===== src/sv/tfmq_pkg.sv =====
// Shared types and constants for the thermal frame min/max quantizer.
`default_nettype none

package tfmq_pkg;

  localparam int unsigned TEMP_W   = 12;
  localparam int unsigned DIFF_W   = TEMP_W + 1;
  localparam int unsigned MAG_W    = 11;
  localparam int unsigned GRAY_W   = 4;
  localparam int unsigned INDEX_W  = 6;
  localparam int unsigned BYTE_W   = 8;
  localparam int unsigned SIGN_BIT = 3;

  typedef logic signed [TEMP_W-1:0] temp_t;

  typedef enum logic [1:0] {
    ST_LOAD,
    ST_READ,
    ST_START,
    ST_CALC
  } calc_state_e;

  // Level unit status back to the sequencer.
  typedef struct packed {
    logic              done;
    logic [GRAY_W-1:0] level;
  } lvl_res_t;

endpackage

`default_nettype wire


===== src/sv/tfmq_level_unit.sv =====
// Iterative gray level unit: one threshold compare per cycle.
`default_nettype none

module tfmq_level_unit
  import tfmq_pkg::*;
#(
  parameter int unsigned LEVEL_COUNT = 9
) (
  input  wire   clk_i,
  input  wire   rst_ni,
  input  wire   start_i,
  input  temp_t temp_i,
  input  temp_t min_i,
  input  temp_t max_i,
  output lvl_res_t res_o
);

  localparam int unsigned KW     = $clog2(LEVEL_COUNT);
  localparam int unsigned PROD_W = DIFF_W + $clog2(LEVEL_COUNT);

  logic              busy_q, busy_d;
  logic              done_q, done_d;
  logic [KW-1:0]     k_q, k_d;
  logic [PROD_W-1:0] lhs_q, lhs_d;
  logic [PROD_W-1:0] acc_q, acc_d;
  logic [PROD_W-1:0] span_q, span_d;
  logic [GRAY_W-1:0] lvl_q, lvl_d;
  logic [DIFF_W-1:0] diff;
  logic [DIFF_W-1:0] span;
  logic              last_k;

  assign diff   = DIFF_W'(signed'({temp_i[TEMP_W-1], temp_i}) - signed'({min_i[TEMP_W-1], min_i}));
  assign span   = DIFF_W'(signed'({max_i[TEMP_W-1], max_i}) - signed'({min_i[TEMP_W-1], min_i}));
  assign last_k = (k_q == KW'(LEVEL_COUNT - 2));

  always_comb begin
    busy_d = busy_q;
    done_d = 1'b0;
    k_d    = k_q;
    lhs_d  = lhs_q;
    acc_d  = acc_q;
    span_d = span_q;
    lvl_d  = lvl_q;
    if (start_i) begin
      busy_d = 1'b1;
      k_d    = '0;
      acc_d  = '0;
      lvl_d  = '0;
      lhs_d  = PROD_W'(LEVEL_COUNT) * PROD_W'(diff);
      span_d = PROD_W'(span);
    end else if (busy_q) begin
      // threshold k sits at k*span; acc walks it up one span a cycle
      if (lhs_q > acc_q) begin
        lvl_d = lvl_q + GRAY_W'(1);
      end
      acc_d = acc_q + span_q;
      k_d   = k_q + KW'(1);
      if (last_k) begin
        busy_d = 1'b0;
        done_d = 1'b1;
      end
    end
  end

  always_ff @(posedge clk_i or negedge rst_ni) begin
    if (!rst_ni) begin
      busy_q <= 1'b0;
      done_q <= 1'b0;
      k_q    <= '0;
    end else begin
      busy_q <= busy_d;
      done_q <= done_d;
      k_q    <= k_d;
    end
  end

  always_ff @(posedge clk_i) begin
    lhs_q  <= lhs_d;
    acc_q  <= acc_d;
    span_q <= span_d;
    lvl_q  <= lvl_d;
  end

  assign res_o.done  = done_q;
  assign res_o.level = lvl_q;

endmodule

`default_nettype wire


===== src/sv/thermal_frame_minmax_quantizer.sv =====
// Top level of the thermal frame min/max quantizer: loader, pixel store, emit sequencer.
//
//  channel | direction | handshake              | payload
//  --------+-----------+------------------------+------------------------------------------
//  in      | to block  | in_valid_i / in_stall_o  | temp_low_byte_i, temp_high_byte_i
//  out     | from block| out_valid_o / out_stall_i| pixel_index_o, gray_level_o, pixel_temp_o,
//          |           |                        | frame_min_o, frame_max_o, last_of_frame_o
//
// Loading accepts one input beat per cycle while not stalled; the store write and min/max update
// happen on accept. After the last pixel of a frame, each result goes through a store read, a start
// step, one pass per threshold through the single threshold compare unit, a step to latch the level,
// and the beat on the output, held while out_stall_i is high.
// Input is stalled for the whole emit phase.
// Reset clears the sequencer, pixel count and min/max; the pixel store needs no reset.
`default_nettype none

module thermal_frame_minmax_quantizer
  import tfmq_pkg::*;
#(
  parameter int unsigned FRAME_PIXELS = 64,
  parameter int unsigned LEVEL_COUNT  = 9
) (
  input  wire                clk_i,
  input  wire                rst_ni,
  input  wire                in_valid_i,
  output logic               in_stall_o,
  input  wire  [BYTE_W-1:0]  temp_low_byte_i,
  input  wire  [BYTE_W-1:0]  temp_high_byte_i,
  output logic               out_valid_o,
  input  wire                out_stall_i,
  output logic [INDEX_W-1:0] pixel_index_o,
  output logic [GRAY_W-1:0]  gray_level_o,
  output temp_t              pixel_temp_o,
  output temp_t              frame_min_o,
  output temp_t              frame_max_o,
  output logic               last_of_frame_o
);

  localparam int unsigned IDX_W = (FRAME_PIXELS > 1) ? $clog2(FRAME_PIXELS) : 1;

  calc_state_e       state_q, state_d;
  logic [IDX_W-1:0]  cnt_q, cnt_d;
  logic [IDX_W-1:0]  rd_idx_q, rd_idx_d;
  temp_t             min_q, min_d;
  temp_t             max_q, max_d;
  logic              out_valid_q, out_valid_d;
  logic [GRAY_W-1:0] gray_q;
  temp_t             out_temp_q;
  temp_t             rd_data_q;
  temp_t             mem [FRAME_PIXELS];

  logic              in_acc;
  logic              out_acc;
  logic              lvl_start;
  lvl_res_t          lvl_res;
  logic [MAG_W-1:0]  mag;
  temp_t             temp_dec;
  logic              last_in;
  logic              last_rd;

  assign mag      = {temp_high_byte_i[MAG_W-BYTE_W-1:0], temp_low_byte_i};
  assign temp_dec = temp_high_byte_i[SIGN_BIT] ? temp_t'(-signed'({1'b0, mag}))
                                               : temp_t'({1'b0, mag});

  assign in_acc  = in_valid_i && !in_stall_o;
  assign out_acc = out_valid_o && !out_stall_i;
  assign last_in = (cnt_q == IDX_W'(FRAME_PIXELS - 1));
  assign last_rd = (rd_idx_q == IDX_W'(FRAME_PIXELS - 1));

  // next state
  always_comb begin
    state_d = state_q;
    unique case (state_q)
      ST_LOAD:  if (in_acc && last_in) state_d = ST_READ;
      ST_READ:  state_d = ST_START;
      ST_START: state_d = ST_CALC;
      ST_CALC: begin
        if (out_acc) begin
          state_d = last_rd ? ST_LOAD : ST_READ;
        end
      end
      default:  state_d = ST_LOAD;
    endcase
  end

  // outputs and datapath control
  always_comb begin
    in_stall_o  = (state_q != ST_LOAD);
    lvl_start   = (state_q == ST_START);
    cnt_d       = cnt_q;
    rd_idx_d    = rd_idx_q;
    min_d       = min_q;
    max_d       = max_q;
    out_valid_d = out_valid_q;
    if (in_acc) begin
      cnt_d = last_in ? '0 : cnt_q + IDX_W'(1);
      if (cnt_q == '0) begin
        min_d = temp_dec;
        max_d = temp_dec;
      end else begin
        if (temp_dec > max_q) max_d = temp_dec;
        if (temp_dec < min_q) min_d = temp_dec;
      end
      if (last_in) rd_idx_d = '0;
    end
    if (lvl_res.done) begin
      out_valid_d = 1'b1;
    end
    if (out_acc) begin
      out_valid_d = 1'b0;
      // advance to the next stored pixel
      rd_idx_d    = last_rd ? '0 : rd_idx_q + IDX_W'(1);
    end
  end

  always_ff @(posedge clk_i or negedge rst_ni) begin
    if (!rst_ni) begin
      state_q     <= ST_LOAD;
      cnt_q       <= '0;
      rd_idx_q    <= '0;
      min_q       <= '0;
      max_q       <= '0;
      out_valid_q <= 1'b0;
    end else begin
      state_q     <= state_d;
      cnt_q       <= cnt_d;
      rd_idx_q    <= rd_idx_d;
      min_q       <= min_d;
      max_q       <= max_d;
      out_valid_q <= out_valid_d;
    end
  end

  always_ff @(posedge clk_i) begin
    if (in_acc) begin
      mem[cnt_q] <= temp_dec;
    end
    rd_data_q <= mem[rd_idx_q];
  end

  // hold the result beat until taken
  always_ff @(posedge clk_i) begin
    if (lvl_start) begin
      out_temp_q <= rd_data_q;
    end
    if (lvl_res.done) begin
      gray_q <= lvl_res.level;
    end
  end

  tfmq_level_unit #(
    .LEVEL_COUNT(LEVEL_COUNT)
  ) u_level (
    .clk_i  (clk_i),
    .rst_ni (rst_ni),
    .start_i(lvl_start),
    .temp_i (rd_data_q),
    .min_i  (min_q),
    .max_i  (max_q),
    .res_o  (lvl_res)
  );

  assign out_valid_o     = out_valid_q;
  assign pixel_index_o   = INDEX_W'(rd_idx_q);
  assign gray_level_o    = gray_q;
  assign pixel_temp_o    = out_temp_q;
  assign frame_min_o     = min_q;
  assign frame_max_o     = max_q;
  assign last_of_frame_o = last_rd;

  a_gray_in_range: assert property (@(posedge clk_i) disable iff (!rst_ni)
    out_valid_o |-> (gray_level_o <= GRAY_W'(LEVEL_COUNT - 1)))
    else $error("gray level above top level");

  a_min_le_max: assert property (@(posedge clk_i) disable iff (!rst_ni)
    out_valid_o |-> (frame_min_o <= frame_max_o))
    else $error("frame min above frame max");

  a_flat_frame: assert property (@(posedge clk_i) disable iff (!rst_ni)
    (out_valid_o && (frame_min_o == frame_max_o)) |-> (gray_level_o == '0))
    else $error("flat frame gave nonzero level");

  a_hottest_top: assert property (@(posedge clk_i) disable iff (!rst_ni)
    (out_valid_o && (frame_min_o != frame_max_o) && (pixel_temp_o == frame_max_o))
      |-> (gray_level_o == GRAY_W'(LEVEL_COUNT - 1)))
    else $error("hottest pixel not at top level");

endmodule

`default_nettype wire


===== config.mk =====
export PLATFORM = sky130hd
export DESIGN_NAME = thermal_frame_minmax_quantizer
export DESIGN_NICKNAME = d
export VERILOG_FILES = /design/src/sv/tfmq_pkg.sv /design/src/sv/tfmq_level_unit.sv /design/src/sv/thermal_frame_minmax_quantizer.sv
export SDC_FILE = /design/constraint.sdc
export NUM_CORES = 1
export LEC_CHECK = 0
export BUFFER_PORTS_ARGS = -buffer_cell sky130_fd_sc_hd__buf_2
export CAP_MARGIN = 20
export CORE_MARGIN = 3
export CORE_UTILIZATION = 40
export DETAILED_ROUTE_END_ITERATION = 16
export PLACE_DENSITY = 0.66
export SLEW_MARGIN = 15
export SYNTH_ARGS = -nofsm -noshare
export SYNTH_HDL_FRONTEND = slang
export SYNTH_HIERARCHICAL = 1
export SYNTH_SLANG_ARGS = --single-unit

===== constraint.sdc =====
create_clock -name clk_i -period 3.4 [get_ports clk_i]
set_input_delay 1.02 -clock clk_i [delete_from_list [all_inputs] [get_ports clk_i]]
set_output_delay 1.02 -clock clk_i [all_outputs]
set_load 0.01 [all_outputs]

==> Word level (Yosys, flattened, before mapping) <==
Memories as Yosys holds them, arrays and structs flattened. A register that Yosys moved wholly into a read port is not among the register bits.
Cells that the tools add are included.
{ "word_totals": {"in_bits": 20, "ff_bits": 112, "ram_bits": 768, "output_inout_bits": 49, "memories": 1, "elab_cells": 81} }
{ "mem_list": {"columns": ["memory", "depth", "word_bits", "rd", "rd_ports_with_merged_regs", "write_ports", "line_no", "source"], "rows": [
  ["mem", 64, 12, 1, 1, 1, "thermal_frame_minmax_quantizer.sv:50", "temp_t mem [FRAME_PIXELS];"]
]} }
{ "classes": {"reduce_logical": 19, "order_cmp": 3, "addsub": 8, "mul": 1, "n_eq_ne": 8, "mux": 26} }
{ "ops": {"columns": ["operator", "n"], "rows": [
  ["$mux W12", 5],
  ["$mux W6", 5],
  ["$sub A12 B12 Y13", 2],
  ["$add A17 B13 Y17", 1],
  ["$gt A17 B17 Y1", 1],
  ["$mul A4 B13 Y17 const A", 1],
  ["$reduce_bool A2 Y1", 7],
  ["$add A6 B1 Y6 const B", 2],
  ["$eq A6 B6 Y1 const B", 2],
  ["$gt A12 B12 Y1", 1],
  ["$lt A12 B12 Y1", 1],
  ["$neg A11 Y12", 1],
  ["$mux W1", 11],
  ["$reduce_and A2 Y1", 5],
  ["$add A4 B1 Y4 const B", 2],
  ["$mux W4", 2],
  ["$pmux W2 S4", 1],
  ["$logic_not A6 Y1", 1],
  ["$eq A2 B2 Y1 const B", 2],
  ["$eq A4 B3 Y1 const B", 1],
  ["$mux W2", 2],
  ["$ne A2 B2 Y1 const B", 2],
  ["$logic_and A1 B1 Y1", 3],
  ["$eq A2 B1 Y1 const B", 1],
  ["other kinds (2)", 3]
]} }

==> Longest topological paths before layout <==
Gate-level depths: netlist of run 1.
{ "depth": {"word_depth": 6, "ltp_mapped": 19, "ltp_nobuf": 19} }

==> Cells and area by module <==
The synthesis of run 1 kept the hierarchy.
{ "by_module_without_submodules": {"columns": ["mod", "area_per_inst_um2", "cells_per_inst", "instances"], "rows": [
  ["thermal_frame_minmax_quantizer", 32799.0, 1597, 1],
  ["tfmq_level_unit", 4556.9, 484, 1]
]} }

==> Worst setup path before layout of run 1 <==
No wires, ideal clock.
{ "synth_path": {"kind": "input -> register", "startpoint": "in temp_high_byte_i[3]", "endpoint": "reg max_q[1], in the netlist frame_max_o[1]", "setup_time_ps": 136, "path_slack_ps": -2763, "path_buffers": 2, "path_stages": 9, "t_required_ps": 3264, "t_arrival_ps": 6027, "path_cell_list": "clkbuf_1 > o21ai_0 > ha_1 > nor2b_1 > o211ai_1 > a211oi_1 > o31ai_1 > clkbuf_1 > mux2_2"} }
{ "synth_via": {"elab_chain_cells": 4, "word_cells_on_any_way": 6} }
{ "synth_lines": {"columns": ["element", "line_no", "source"], "rows": [
  ["start, declared", "thermal_frame_minmax_quantizer.sv:28", "input wire [BYTE_W-1:0] temp_high_byte_i,"],
  ["$mux W12 (*)", "thermal_frame_minmax_quantizer.sv:62", "assign temp_dec = temp_high_byte_i[SIGN_BIT] ? temp_t'(-signed'({1'b0, mag}))"],
  ["named net temp_dec[1]", "thermal_frame_minmax_quantizer.sv:57", "temp_t temp_dec;"],
  ["$gt A12 B12 Y1", "thermal_frame_minmax_quantizer.sv:101", "if (temp_dec > max_q) max_d = temp_dec;"],
  ["$reduce_bool A2 Y1 (no source line)", null, null],
  ["$reduce_and A2 Y1 (no source line)", null, null],
  ["end signal, assigned", "thermal_frame_minmax_quantizer.sv:129", "max_q <= max_d;"],
  ["end, declared", "thermal_frame_minmax_quantizer.sv:45", "temp_t max_q, max_d;"]
]} }
Mark *: on every way through the listed nets, which the timed path passes. The rest lies on a longest branch. The select of a mux whose other input is x is not followed.
A chain may end at the register's enable or synchronous reset.

==> Worst setup path after layout of run 1 <==
{ "layout_path": {"startpoint": "reg min_q[1], in the netlist frame_min_o[1]", "endpoint": "reg u_level.lhs_q[14] (data pin)"} }
{ "layout_via": {"elab_chain_cells": 2} }
{ "layout_lines": {"columns": ["element", "line_no", "source"], "rows": [
  ["start, declared", "thermal_frame_minmax_quantizer.sv:44", "temp_t min_q, min_d;"],
  ["start signal, assigned", "thermal_frame_minmax_quantizer.sv:128", "min_q <= min_d;"],
  ["$sub A12 B12 Y13", "tfmq_level_unit.sv:32", "assign diff = DIFF_W'(signed'({temp_i[TEMP_W-1], temp_i}) - signed'({min_i[TEMP_W-1], min_i}));"],
  ["$mul A4 B13 Y17", "tfmq_level_unit.sv:49", "lhs_d = PROD_W'(LEVEL_COUNT) * PROD_W'(diff);"],
  ["end signal, assigned", "tfmq_level_unit.sv:78", "lhs_q <= lhs_d;"],
  ["end, declared", "tfmq_level_unit.sv:24", "logic [PROD_W-1:0] lhs_q, lhs_d;"]
]} }
Every way passes these cells.

==> results of run 1 <==
-- final cells by class --
cell class,count,area share [%]
sequential,892,59.42
inverter,84,0.7141
clock inverter,56,1.457
clock buffer,111,5.466
tap,1243,3.522
multi-input combinational,1008,24.56
timing repair buffer,290,4.857
-- metrics by stage --
stage               hold WS, ns  total power [mW]  setup TNS, ns  cells
CTS                      0.4652             22.98         -1.102   3688
global placement         0.4281             12.86         -19.52   3508
detailed placement       0.4436             12.90         -25.50   3508
floorplan                0.4082             12.57         -18.25   2081
finish                   0.4624             22.80        -0.6161   3684
global route             0.4815             23.50         -2.340   3684
-- synth_stat cells, drive strengths merged (17+ instances only) --
master / number / area [um2]
edfxtp: 814 / 24440
mux4: 180 / 4054
nor2: 129 / 484.2
ha: 102 / 1276
inv: 83 / 311.6
mux2i: 58 / 580.6
clkbuf: 55 / 207.7
o21ai: 55 / 275.3
a21oi: 49 / 245.2
xnor2: 46 / 417.9
dfrtp: 45 / 1126
buf: 42 / 325.3
nand2: 38 / 142.6
nand3: 38 / 190.2
a221o: 36 / 360.4
dfxtp: 33 / 660.6
mux2: 26 / 292.8
a22o: 24 / 210.2
nor2b: 18 / 112.6
o211ai: 17 / 127.6
-- power breakdown --
group | leakage, nW | internal (mW) | total [mW] | switching (mW)
registers | 8.15 | 12.1 | 12.1 | 0
clock network | 1.49 | 6.05 | 10.1 | 4.07
logic | 5.13 | 0.138 | 0.576 | 0.437
total | 14.8 | 18.3 | 22.8 | 4.51
-- sequential cells by signal, summed over array words and instances, names as in the netlist --
name,cells
frame_min_o,12
state_q,2
rd_data_q,12
out_valid_o,1
u_level/lhs_q,17
frame_max_o,12
u_level/span_q,13
u_level/done_q,1
u_level/acc_q,17
u_level/busy_q,1
u_level/k_q,4
pixel_index_o,6
gray_level_o,4
mem,768
cnt_q,6
u_level/lvl_q,4
pixel_temp_o,12
-- kinds of logic (layout without fill, tap and decap cells) --
| kind of cell | Yosys count | count (layout) | synth area share [%] |
|---|---|---|---|
| multiplexers | 264 | 264 | 13.19 |
| AND/OR/NAND/NOR | 295 | 295 | 3.715 |
| buffers and inverters | 181 | 541 | 2.271 |
| adder cells (fa/ha/maj) | 106 | 106 | 3.631 |
| flip-flops | 892 | 892 | 70.22 |
| XOR/XNOR | 61 | 61 | 1.470 |
| AO/OA/AOI/OAI | 282 | 282 | 5.507 |
-- critical path, delay by kind of cell (launching register included) --
family,cells,cell delay [ns]
and+or+nand+nor,4,0.39
buffers and inverters,2,0.21
xor gates and xnor gates,2,0.20
DFF,1,0.39
AOI/OAI and AO/OA,7,1.20
adders and majority gates,3,0.91
-- worst paths after layout --
path	end	slack, ns	cells past startpoint
min in group asynchronous	pixel_index_o[4]	0.52	1
min	gray_level_o[3]	0.46	0
max in group asynchronous	cnt_q[1]	2.15	2
max reg2reg	u_level/lhs_q[14]	-0.16	18
max	u_level/lhs_q[14]	-0.16	18
min reg2reg	gray_level_o[3]	0.46	0
-- layer usage --
metal  wire [um]  up-vias  part of all wire (%)
met5           0        -                     0
met3        5811      140                   6.8
met4        2086        0                   2.4
met2       41140      710                    48
met1       36390    10330                    43
li1            -     8932                     -
-- repair_timing --
item / in CTS / in global routing
pin swaps: 23 / 26
hold buffers: 0 / 0
setup endpoints to repair: 7 / 33
gates resized for setup: 21 / 37
buffers inserted: 13 / 4
hold endpoints to repair: 0 / 0
cloned: 0 / 2
==> metrics.txt, run 1 <==
outcome finished, violations left; failing checks negative setup slack; RSZ-0062 raised after global routing true; die area 0.09709 mm2; Syn Area/Cell 17.95 um2; clk root buf clkbuf_16; hold_sp u_level/lvl_q[3]; critical path data required time 3.77 ns; initial antenna violation count 0; Yosys reg bits 892; routed via count roughly 20k; Vias per Instance around 5.5; drt pass-1 iters 5; TritonCTS clock tree done; number of I/O pins 69; most frequent cells in the layout edfxtp_1, buf_4, mux4_2; Syn. warnings 6; cell mode on critical path a21oi_2; Slowest cell on crit path dfrtp_1; input/output buffers 64; met1 Resource Use GR 24.53%; max_slew headroom around 29%; cells after synthesis approximately 2.1k; period utilization 104.8%; Cell variety after synth 72; Clock Latency Late Sink 0.63 ns; clock sink total 892; Die Width 311.6 um; Initial Utilization 40.57%; Startpoint Class register; final wirelength 85430 um; Final min period approximately 3.6 ns; multi-input logic area roughly 0.011 mm2; Final Util a little under half; pre-CTS setup slack -0.6674 ns; gpl congestion roughly 0.87; Post-synth ARST share 5.045%; R2R Path Start frame_min_o[1]; # diodes 0; Hold Vio Cnt, Final 0; post-route ant nets 0; total track usage 17.45%; register area share after synthesis 70.22%; H-Tree Depth 3; dpl hpwl 54440 um; first-pass GRT wire length around 130000 um; DRC viols 0; CTS clk-pin slew, worst paths 0.06 ns; Worst Hold Class reg2reg; critical-path cell list inv_2 -> ha_4 -> nor2b_4 -> o31a_1 -> o21a_1 -> nor2_2 -> xnor2_2 -> ha_1 -> buf_6 -> fa_2 -> a21o_1 -> a21oi_2 -> o21bai_2 -> a21oi_2 -> o21ai_2 -> nand3_2 -> nand2_2 -> xnor2_1; num rows 111; Placed Area around 0.041 mm2; Max Root-Sink Buffers 3; nets between 2k and 2.5k; Layout area overhead 18.20%; endpoint class of the critical path register; Slew Limit Fails 0; CP peak stage delay 0.39 ns; initial drt markers 2029; Placeable Area 0.09208 mm2; fmax around 280 MHz; Tightest Pin Transition 1.063 ns; Setup crit start frame_min_o[1]; fin area roughly 0.044 mm2; Inserted Clock Buffers slightly above 90; met2 Resource Use GR 28.26%; critical path class reg2reg; Post-Syn Nets roughly 2.2k; P_leak 14.77 nW; Top FF cell, synth edfxtp_1; arrival time of the worst setup path 3.94 ns; vias in the first global route 20.54k; Worst Path Max Fanout 3; layout cells sized above 1 between 20% and 30%; Worst Skew 0.01934 ns; EDFF count, synth ~800; global routing usage on met3 2.966%; PD cells 516.3 mW/mm2; max-cap viol count 0; global route hottest layer met2; Routed WL per cell ~23 um; fill cell count around 7.6k; Post-Syn Area 0.03736 mm2; setup ws final -0.1624 ns; GRT overflow 0; final-report setup violation count 8; largest net degree at the start of global routing 67; register area about 0.026 mm2; VDD IR max around 0.37 mV; Die H 311.6 um; commonest non-fill, non-tap cell in the layout edfxtp_1
No activity file was read; power rests on OpenSTA's default activity.
==> inputs of run 2 (changes only) <==
--- a/config.mk
+++ b/config.mk
@@ -10,6 +10,7 @@
 export CORE_MARGIN = 3
 export CORE_UTILIZATION = 40
 export DETAILED_ROUTE_END_ITERATION = 16
+export GPL_TIMING_DRIVEN = 0
 export PLACE_DENSITY = 0.66
 export SLEW_MARGIN = 15
 export SYNTH_ARGS = -nofsm -noshare
==> constraint.sdc (replaced) <==
create_clock -name clk_i -period 3.4 [get_ports clk_i]
set_input_delay 0.68 -clock clk_i [delete_from_list [all_inputs] [get_ports clk_i]]
set_output_delay 0.68 -clock clk_i [all_outputs]
set_load 0.01 [all_outputs]
==> run 2 against run 1 <==
  * Core utilization grew 0.22 points
  * Largest cell class unchanged
  * Wire length grew 7.4%
  * The run still ends with negative setup slack left
  * Final cell count shrank 0.60%
  * Register-to-register slack lost 0.09 ns
  * Combinational power grew 32%
  * Flip-flop and latch count is the same
  * Die area is the same
  * Clock power shrank 5%
  * First-iteration DRC count grew 9.5%
  * Setup slack lost 0.087 ns
  * Power shrank 1.5%
  * Clock skew shrank 0.0042 ns
==> metrics.txt, run 2 (synthesis results as in run 1) <==
VDD IR max 0.3654 mV; most frequent cells in the layout edfxtp_1, mux4_2, clkbuf_16; die area just under 0.1 mm2; Setup TNS -1.039 ns; Worst Hold Class in2async; Final Util 48.17%; input/output buffers 64; max reg flops between 700 and 800; critical-path cell list inv_4 -> ha_4 -> nor2b_4 -> o31a_1 -> o41a_1 -> o41ai_4 -> xnor2_2 -> buf_4 -> xnor2_1 -> ha_2 -> nand2_1 -> o21ai_2 -> a21oi_1 -> o31a_1; layout cells sized above 1 28.48%; Die Width a little over 300 um; Pwr Total 22.46 mW; post-route ant nets 0; final cell count without fillers roughly 3.7k; vias in the first global route 20.75k; met1 Resource Use GR around 25%; Tightest Pin Transition about 0.87 ns; Max Root-Sink Buffers 3; final wirelength between 90000 and 100000 um; CTS clk-pin slew, worst paths 0.06 ns; drt pass-1 iters 5; P_leak roughly 15 nW; H-Tree Depth 3; max_slew headroom 41.75%; global route hottest layer met2; Placed Area about 0.04 mm2; Layout area overhead 18.74%; nets 2476; failing checks negative setup slack; Hold Vio Cnt, Final 0; dpl hpwl 61600 um; DRC viols 0; clock sink total slightly below 900; Worst Path Max Fanout 4; commonest non-fill, non-tap cell in the layout edfxtp_1; Inserted Clock Buffers 90; final-report setup violation count 5; RSZ-0062 raised after global routing true; Die H 311.6 um; Slew Limit Fails 0; cell family with most CP delay compound AO/OA/AOI/OAI gates; register bank with the most flops mem; global routing usage on met3 3.279%; number of I/O pins 69; worst path bufs/invs 2; initial antenna violation count 1; TritonCTS clock tree done; clk root buf clkbuf_16; Placeable Area 0.09208 mm2; largest net degree at the start of global routing 70; Routed WL per cell 25.06 um; max-cap viol count 0; Vias per Instance approximately 5.6; num rows about 110; critical path data required time 3.77 ns; Placed Instances 3434; critical path class reg2reg; fin area between 0.04 and 0.05 mm2; period utilization 107.3%; fmax 274.0 MHz; endpoint class of the critical path register; initial drt markers 2222; CP peak stage delay 0.42 ns; first-pass GRT wire length 135500 um; GRT overflow 0; routed via count between 20k and 25k; total track usage 18.57%; cell mode on critical path o31a_1; PD cells 506.5 mW/mm2; setup ws final -0.2492 ns; biggest registers after layout mem: 768 flops, u_level/acc_q: 17 flops, u_level/lhs_q: 17 flops; outcome finished, violations left; Worst Skew 0.01511 ns; Slowest cell on crit path dfrtp_2; Final min period 3.649 ns; Startpoint Class register; Clock Latency Late Sink 0.63 ns; # diodes 0; arrival time of the worst setup path 4.02 ns; Initial Utilization 40.57%; gpl congestion 0.8622; met2 Resource Use GR 30.92%
## run 2: cell types whose count changed in the layout (fill, tap and decap cells not counted), sizes merged
cell / previous run / this run
buf: 290 / 213
clkbuf: 111 / 174
bufinv: 13 / 7
inv: 89 / 84
o41a: 2 / 4
xnor2: 46 / 48
clkdlybuf4s15: 0 / 1
clkinv: 33 / 32
clkinvlp: 5 / 4
## run 2: area by class of cell
cell class / count / area (um2)
clock buffers: 118 / 2481
inverters: 84 / 324.1
well taps: 1243 / 1555
plain buffers: 95 / 554.3
repair buffers: 175 / 1693
clock inverters: 43 / 382.9
multi-input cells: 1012 / 11130
flip-flops and latches: 892 / 26240
fillers: 7504 / 47720
## run 2: repair_timing
item / in CTS / in global routing
gates cloned: 4 / 3
pin swaps: 24 / 50
resized for setup: 53 / 50
setup endpoints to repair: 253 / 260
endpoints found under the hold margin: 0 / 0
hold buffers: 0 / 0
setup buffers: 24 / 23
## run 2: path summary, 6_finish.rpt
kind	slack, ns	endpoint	startpoint	cells past startpoint
max in group asynchronous	2.75	frame_min_o[0]	rst_ni	1
max reg2reg	-0.25	u_level/lhs_q[15]	frame_min_o[1]	14
min in group clk_i	0.31	out_valid_o	out_stall_i	2
min	0.09	pixel_index_o[0]	rst_ni	1
max	-0.25	u_level/lhs_q[15]	frame_min_o[1]	14
min reg2reg	0.45	gray_level_o[3]	u_level/lvl_q[3]	0
## run 2: where the power goes
| group | switching, mW | internal, mW |
|---|---|---|
| clock network | 3.97 | 5.64 |
| logic | 0.494 | 0.270 |
| registers | 0 | 12.1 |
| total | 4.46 | 18.0 |
## run 2: metrics by stage
stage                     hold WS [ns]  worst slack, ns
after floorplan                 0.3844          -0.4071
after global placement          0.4287           -2.673
after detailed placement        0.4307           -1.623
after CTS                      0.09250          -0.2741
after global routing            0.1287          -0.4060
final                          0.09166          -0.2492
## run 2: worst reg2reg max path, cell delays in order, from the launching register on
cell     delay [ns]
dfrtp_2        0.42
inv_4          0.08
ha_4           0.19
nor2b_4        0.12
o31a_1         0.32
o41a_1         0.42
o41ai_4        0.38
xnor2_2        0.13
buf_4          0.17
xnor2_1        0.12
ha_2           0.39
nand2_1        0.07
o21ai_2        0.22
a21oi_1        0.11
o31a_1         0.25
## run 2: metal layers
layer / part of all wire [%] / wire [um]
met5: 0 / 0
met4: 2.9 / 2618
met3: 7.4 / 6745
met2: 50 / 45500
met1: 40 / 36890
